### config.mk
export PLATFORM = sky130hd
export DESIGN_NAME = ogcl_ctrl
export DESIGN_NICKNAME = d
export VERILOG_FILES = /design/src/rtl/core/ogcl_pkg.sv /design/src/rtl/core/ogcl_ctrl.sv
export SDC_FILE = /design/constraint.sdc
export NUM_CORES = 1
export LEC_CHECK = 0
export BUFFER_PORTS_ARGS = -buffer_cell sky130_fd_sc_hd__buf_2
export CAP_MARGIN = 20
export CELL_PAD_IN_SITES_DETAIL_PLACEMENT = 0
export CELL_PAD_IN_SITES_GLOBAL_PLACEMENT = 1
export CORE_MARGIN = 5
export CORE_UTILIZATION = 29
export CTS_CLUSTER_DIAMETER = 40
export DETAILED_ROUTE_END_ITERATION = 8
export PLACE_DENSITY_LB_ADDON = 0.1
export SLEW_MARGIN = 0
export SYNTH_ARGS = -nofsm -noshare
export SYNTH_HDL_FRONTEND = slang
export SYNTH_SLANG_ARGS = --single-unit
### constraint.sdc
create_clock -name clk -period 1.83 [get_ports clk]
set_input_delay 0.366 -clock clk [delete_from_list [all_inputs] [get_ports clk]]
set_output_delay 0.366 -clock clk [all_outputs]
set_load 0.01 [all_outputs]
### src/rtl/core/ogcl_pkg.sv
`timescale 1ns / 1ps

package ogcl_pkg;

	localparam int unsigned IN_BITS   = 81;
	localparam int unsigned IN_BYTES  = (IN_BITS + 7) / 8;
	localparam int unsigned OUT_BITS  = 20;
	localparam int unsigned OUT_BYTES = (OUT_BITS + 7) / 8;

	localparam logic [15:0] LEAF_FLAG = 16'h8000;
	localparam logic [15:0] LEAF_MASK = 16'h7fff;

	// Configuration register indexes.
	localparam logic [2:0] REG_GRID_X     = 3'd0;
	localparam logic [2:0] REG_GRID_Y     = 3'd1;
	localparam logic [2:0] REG_GRID_Z     = 3'd2;
	localparam logic [2:0] REG_TREE_DEPTH = 3'd3;
	localparam logic [2:0] REG_NODE_COUNT = 3'd4;
	localparam logic [2:0] REG_LIST_COUNT = 3'd5;

	typedef enum logic [1:0] {
		CMD_WR_COARSE = 2'd0,
		CMD_WR_NODE   = 2'd1,
		CMD_LOOKUP    = 2'd2,
		CMD_RESERVED  = 2'd3
	} cmd_e;

	typedef enum logic [2:0] {
		RES_WRITTEN  = 3'd0,
		RES_EMPTY    = 3'd1,
		RES_LEAF     = 3'd2,
		RES_BAD_NODE = 3'd3,
		RES_BAD_LEAF = 3'd4,
		RES_OUTSIDE  = 3'd5,
		RES_BAD_ADDR = 3'd6
	} result_e;

	typedef enum logic [2:0] {
		DK_EMPTY,
		DK_LEAF,
		DK_BAD_LEAF,
		DK_BAD_NODE,
		DK_DESCEND
	} desc_kind_e;

	typedef enum logic [2:0] {
		S_IDLE,
		S_DECODE,
		S_MUL2,
		S_CHECK,
		S_WALK
	} state_e;

	typedef struct packed {
		logic [15:0] cell_z;
		logic [15:0] cell_y;
		logic [15:0] cell_x;
		logic [15:0] word_value;
		logic [2:0]  child_slot;
		logic [11:0] table_address;
		cmd_e        command;
	} item_t;

	typedef struct packed {
		logic [1:0]  levels_used;
		logic [14:0] leaf_index;
		result_e     status;
	} result_t;

	// Commands from the controller to the datapath.
	typedef struct packed {
		logic    load_item;
		logic    write_en;
		logic    load_t;
		logic    load_idx;
		logic    start_walk;
		logic    step_walk;
		logic    load_result;
		result_e result;
	} dp_cmd_t;

	// Status from the datapath to the controller.
	typedef struct packed {
		cmd_e       cmd;
		logic       wr_addr_bad;
		logic       dim_zero;
		logic       outside;
		logic       t_ovf;
		logic       idx_ovf;
		desc_kind_e kind;
		logic       out_free;
	} dp_sts_t;

endpackage

### src/rtl/core/ogcl_ctrl.sv
`timescale 1ns / 1ps

module ogcl_ctrl
	import ogcl_pkg::*;
(
	input  logic    clk,
	input  logic    arst_n,
	input  logic    s_axis_tvalid,
	output logic    s_axis_tready,
	input  dp_sts_t sts,
	output dp_cmd_t cmd
);

	state_e state_q, state_d;

	always_ff @(posedge clk or negedge arst_n) begin
		if (!arst_n) begin
			state_q <= S_IDLE;
		end else begin
			state_q <= state_d;
		end
	end

	// Next state. A finishing state waits in place while a full result is unclaimed.
	always_comb begin
		state_d = state_q;
		unique case (state_q)
			S_IDLE: begin
				if (s_axis_tvalid) begin
					state_d = S_DECODE;
				end
			end
			S_DECODE: begin
				if (sts.cmd == CMD_LOOKUP && !sts.dim_zero && !sts.outside) begin
					state_d = S_MUL2;
				end else if (sts.out_free) begin
					state_d = S_IDLE;
				end
			end
			S_MUL2: begin
				if (!sts.t_ovf) begin
					state_d = S_CHECK;
				end else if (sts.out_free) begin
					state_d = S_IDLE;
				end
			end
			S_CHECK: begin
				if (!sts.idx_ovf) begin
					state_d = S_WALK;
				end else if (sts.out_free) begin
					state_d = S_IDLE;
				end
			end
			S_WALK: begin
				if (sts.kind != DK_DESCEND && sts.out_free) begin
					state_d = S_IDLE;
				end
			end
			default: state_d = S_IDLE;
		endcase
	end

	// Outputs.
	always_comb begin
		s_axis_tready = 1'b0;
		cmd           = '0;
		cmd.result    = RES_BAD_ADDR;
		unique case (state_q)
			S_IDLE: begin
				s_axis_tready = 1'b1;
				cmd.load_item = s_axis_tvalid;
			end
			S_DECODE: begin
				unique case (sts.cmd)
					CMD_WR_COARSE, CMD_WR_NODE: begin
						cmd.result      = sts.wr_addr_bad ? RES_BAD_ADDR : RES_WRITTEN;
						cmd.load_result = sts.out_free;
						cmd.write_en    = sts.out_free && !sts.wr_addr_bad;
					end
					CMD_LOOKUP: begin
						if (!sts.dim_zero && !sts.outside) begin
							cmd.load_t = 1'b1;
						end else begin
							cmd.result      = sts.dim_zero ? RES_BAD_ADDR : RES_OUTSIDE;
							cmd.load_result = sts.out_free;
						end
					end
					CMD_RESERVED: begin
						cmd.result      = RES_BAD_ADDR;
						cmd.load_result = sts.out_free;
					end
					default: cmd.result = RES_BAD_ADDR;
				endcase
			end
			S_MUL2: begin
				if (!sts.t_ovf) begin
					cmd.load_idx = 1'b1;
				end else begin
					cmd.load_result = sts.out_free;
				end
			end
			S_CHECK: begin
				if (!sts.idx_ovf) begin
					cmd.start_walk = 1'b1;
				end else begin
					cmd.load_result = sts.out_free;
				end
			end
			S_WALK: begin
				unique case (sts.kind)
					DK_DESCEND: cmd.step_walk = 1'b1;
					DK_EMPTY: begin
						cmd.result      = RES_EMPTY;
						cmd.load_result = sts.out_free;
					end
					DK_LEAF: begin
						cmd.result      = RES_LEAF;
						cmd.load_result = sts.out_free;
					end
					DK_BAD_LEAF: begin
						cmd.result      = RES_BAD_LEAF;
						cmd.load_result = sts.out_free;
					end
					DK_BAD_NODE: begin
						cmd.result      = RES_BAD_NODE;
						cmd.load_result = sts.out_free;
					end
					default: cmd.result = RES_BAD_NODE;
				endcase
			end
			default: s_axis_tready = 1'b0;
		endcase
	end

endmodule

# Word level (Yosys, flattened, before mapping)
# Cells that the tools add are included.
[word_totals]
register_bits = 3
input_bits = 14
output_inout_bits = 11
wordCells = 58
[classes]
n_eq_ne = 14
n_mux = 29
reduce_logical = 14
[op_table]
columns = ["op", "count"]
rows = [
  ["$mux W3", 7],
  ["$pmux W3 S5", 1],
  ["$mux W1", 14],
  ["$eq A3 B2 Y1 const B", 4],
  ["$pmux W3 S4", 1],
  ["$pmux W4 S3", 1],
  ["$eq A3 B1 Y1 const B", 2],
  ["$eq A3 B3 Y1 const B", 2],
  ["$logic_not A3 Y1", 2],
  ["$pmux W3 S2", 1],
  ["$logic_and A1 B1 Y1", 5],
  ["$eq A2 B2 Y1 const B", 2],
  ["$mux W2", 2],
  ["$mux W4", 1],
  ["$ne A2 B2 Y1 const B", 2],
  ["$pmux W1 S4", 1],
  ["$reduce_or A4 Y1", 1],
  ["$logic_not A1 Y1", 3],
  ["$ne A3 B3 Y1 const B", 1],
  ["$eq A2 B1 Y1 const B", 1],
  ["$logic_not A2 Y1", 1],
  ["$reduce_and A2 Y1", 1],
  ["$reduce_or A2 Y1", 1],
]

# Depth between registers and ports, before layout
[depth]
ltp_word = 5
ltp_mapped = 4
depth_no_buf = 3

# Least setup slack after synthesis
# OpenSTA, ideal clock, no wires.
[synth_timing]
kind = "register to output"
start = "register state_q[2]"
end = "output cmd[8] (netlist bit)"
arrival_ps = 1200
required_time_ps = 1464
setup_slack_ps = 264
stages_incl_launch_ff = 4
n_path_buf = 1
cell_sequence = "dfrtp_1 > buf_6 > or3b_4 > nor4b_2"
[synth_rtl]
columns = ["element", "line", "text"]
rows = [
  ["start: declaration", "ogcl_ctrl.sv:14", "state_e state_q, state_d;"],
  ["start signal: assignment", "ogcl_ctrl.sv:20", "state_q <= state_d;"],
  ["end: declaration", "ogcl_ctrl.sv:11", "output dp_cmd_t cmd"],
]

==> impl_results.md <==
* Antenna Nets Post-Route at 0
* CTS tree: built
* Reg area at 76.32 um2
* Worst skew pair latency at 0.24 ns
* Initial Util at 0.2986
* First-pass DRT Iterations at 4
* Area contributors post-synth: dfrtp_1 17%, o311ai_4 6.1%, or3b_1 6.1%
* XOR/XNOR Fraction of Synth Area at 0.04035
* DR vias/cell at roughly 5.3
* DRT iter0 DRCs at 3
* Gate power share at 0.711
* Die Width at 48.69 um
* Largest register FFs at 3
* Core Box Area at between 0.001 and 0.0015 mm2
* Compound-Gate Fraction of Synth Area at 0.2565
* Sw frac at 0.3982
* Met2 wire length at around 670 um
* Grt total ovfl at 0
* H-tree levels at 1
* RD Place Congestion at 0.7781
* Most frequent cells in the layout: 24 x buf_2, 10 x buf_4, 4 x a21oi_1
* Worst Skew at 0.001129 ns
* Hpwl dp at roughly 1000 um
* Number of global-route vias before repair at 540
* Area of the multi-input gates at approximately 370 um2
* Min-delay worst type: in2async
* WL/cell at 13.52 um
* First-pass GRT wire length at ~2400 um
* Biggest regs: state_q (3)
* Post-route met1 wirelength at between 500 and 600 um
* Clock transition at path regs at about 0.040 ns
* Sequential fraction of the synthesis area at 0.1729
* DIE AREA at about 0.0024 mm2
* Cell row count at 14
* Dpl cell area at approximately 590 um2
* Worst reg2reg endpoint: state_q[0]
* Leak pwr at roughly 0.33 nW
* Highest routed layer: met3
* Largest Register: state_q
* Commonest non-fill, non-tap cell in the layout: buf_2
* Initial antenna violation count at 0
* Port bufs at 24
* Async S/R FF share, synth at 1.000
* Clk root buf: clkbuf_4
* Post-Synthesis Cells at 49
* Number of synthesized flops with an enable pin at 0
* Vias at around 540
* Final min period at roughly 1.9 ns
* Max_slew headroom at 0.6424
* Failing checks: setup timing
* Largest area contributor in the synthesized netlist: dfrtp_1
* Distinct cells, synth at 29
* CP endpoint kind: output port
* Sequential power share at 0.132
* Max VDD drop at 0.6775 mV
* Die height at between 40 and 50 um
* Seq cells post-synth at 3
* Fill cell count at about 140
* Largest family of logic cells by synthesized area: simple AND/OR/NAND/NOR gates
* Post-route cell area at 728.2 um2
* Syn_area_per_cell at between 8 and 9 um2
* Status: finished, violations left
* Final Hold Viols at 0
* Post-synth top flop: dfrtp_1
* Pint at about 0.00046 W
* Setup TNS at -0.2337 ns
* Max Transition Viols Final at 0
* Count of final setup violators at 5
* Critical path data arrival time at 1.53 ns
* Total Wirelength at about 1400 um
* Syn nets at between 60 and 70
* Worst setup SP type: register
* Hold Slack at 0.4519 ns
* GR Util All Layers at 0.1237
* Worst r2r path cells at 5
* Worst-margin pin slew at about 0.53 ns
* Finished Layout Cells at a little over 100
* Clock sinks at 3
* Reg2reg setup slack at 0.47 ns
* Layout cells sized above 1 at 0.6207
* Max Cap Violations at 0
* Diodes inserted at 0
* Critical path type: reg2out
* Placed insts at 92
* Largest net degree at the start of global routing at 9
* Ys Warns at 0
* Final period util at 1.034
* PwrDens at around 1100 mW/mm2
* Switching power at between 0.0003 and 0.0004 W
* Drc violations at 0
* Area of the mapped netlist at about 430 um2
* Worst r2r src: state_q[1]
* Maximum clock rate at ~530 MHz
* Pre-CTS setup slack at 0.1145 ns
* Adder-cell area share of the yosys netlist at 0
* Fin nets at roughly 100
* Share of the synthesized area in the top cell type at 0.1729
* P&R area growth vs syn at 67.72%
* # IOs at 25
* Peak fanout along the critical path at 4
* CTS Buf Count at 3
* Post-synthesis mux area share at 0
* RSZ-0062 raised after global routing: true
* Met3 WL at between 100 and 150 um
* Max clock buf depth at 2
* Simple-gate share of the synthesized area at 0.4496
* Slack of the critical path at -0.06172 ns
* Data required, critical path at approximately 1.5 ns
* Clock share of power at 0.157
[layout make-up]
cell class | instances | area share
clock buffers | 4 | 0.03608
flip-flops and latches | 3 | 0.1048
repair buffers | 38 | 0.3282
well taps | 16 | 0.02749
multi-input cells | 42 | 0.5034
[kinds of logic after synthesis]
| logic type | count (synthesis) |
|---|---|
| and+or+nand+nor | 25 |
| AOI/OAI and AO/OA | 15 |
| buffers and inverters | 4 |
| DFF | 3 |
| xor gates and xnor gates | 2 |
[through the flow]
| step | power [W] | util |
|---|---|---|
| 6_report | 0.0007702 | 0.5009 |
| 5_1_grt | 0.0008394 | 0.5009 |
| 3_3_place_gp | 0.0005445 | 0.4071 |
| 2_1_floorplan | 0.0003782 | - |
| 4_1_cts | 0.0007467 | 0.4742 |
| 3_5_place_dp | 0.0005454 | 0.4071 |
[cells in the mapped netlist, types with 2 or more instances]
cell type	n
a21oi_1	5
buf_6	2
dfrtp_1	3
nand3b_1	2
nand4b_1	2
nor2_1	3
nor3_1	2
nor4b_1	2
nor4bb_1	2
o21ai_0	2
o21ai_1	3
or3b_1	3
xnor2_1	2
[layer usage]
metal / track usage / up-vias
li1: - / 266
met1: 0.1590 / 251
met2: 0.2000 / 27
met3: 0.03988 / 0
met4: 0.02691 / 0
met5: 0 / -
[how the worst max path moves through the flow]
stage                           from  endpoint  slack (ns)
after floorplan           state_q[2]    cmd[8]        0.26
after global placement    state_q[0]    cmd[2]        0.13
after detailed placement  state_q[2]    cmd[1]        0.11
after CTS                 state_q[1]    cmd[3]       -0.09
after global routing      state_q[1]    cmd[1]       -0.13
final                     state_q[0]    cmd[8]       -0.06
[worst max-delay path: stages (launching register included)]
cell and delay (ns):
dfrtp_1 0.39, buf_6 0.11, or3b_4 0.40, nor4b_2 0.22, buf_2 0.17
[power groups by stage]
stage	logic (W)	registers [W]	clock network, W
floorplan	0.000285	0.0000936	0
global placement	0.000448	0.0000964	0
detailed placement	0.000448	0.0000977	0
CTS	0.000519	0.000101	0.000127
global route	0.000600	0.000104	0.000136
finish	0.000548	0.000102	0.000121
[what timing repair did]
item,4_1_cts,5_1_grt
resized for setup,6,7
pin swaps,5,5
hold endpoints to repair,3,0
hold buffers,1,0
setup endpoints to repair,5,6
cloned,0,0
setup buffers,5,1
Power figures use the tool's default switching activity.
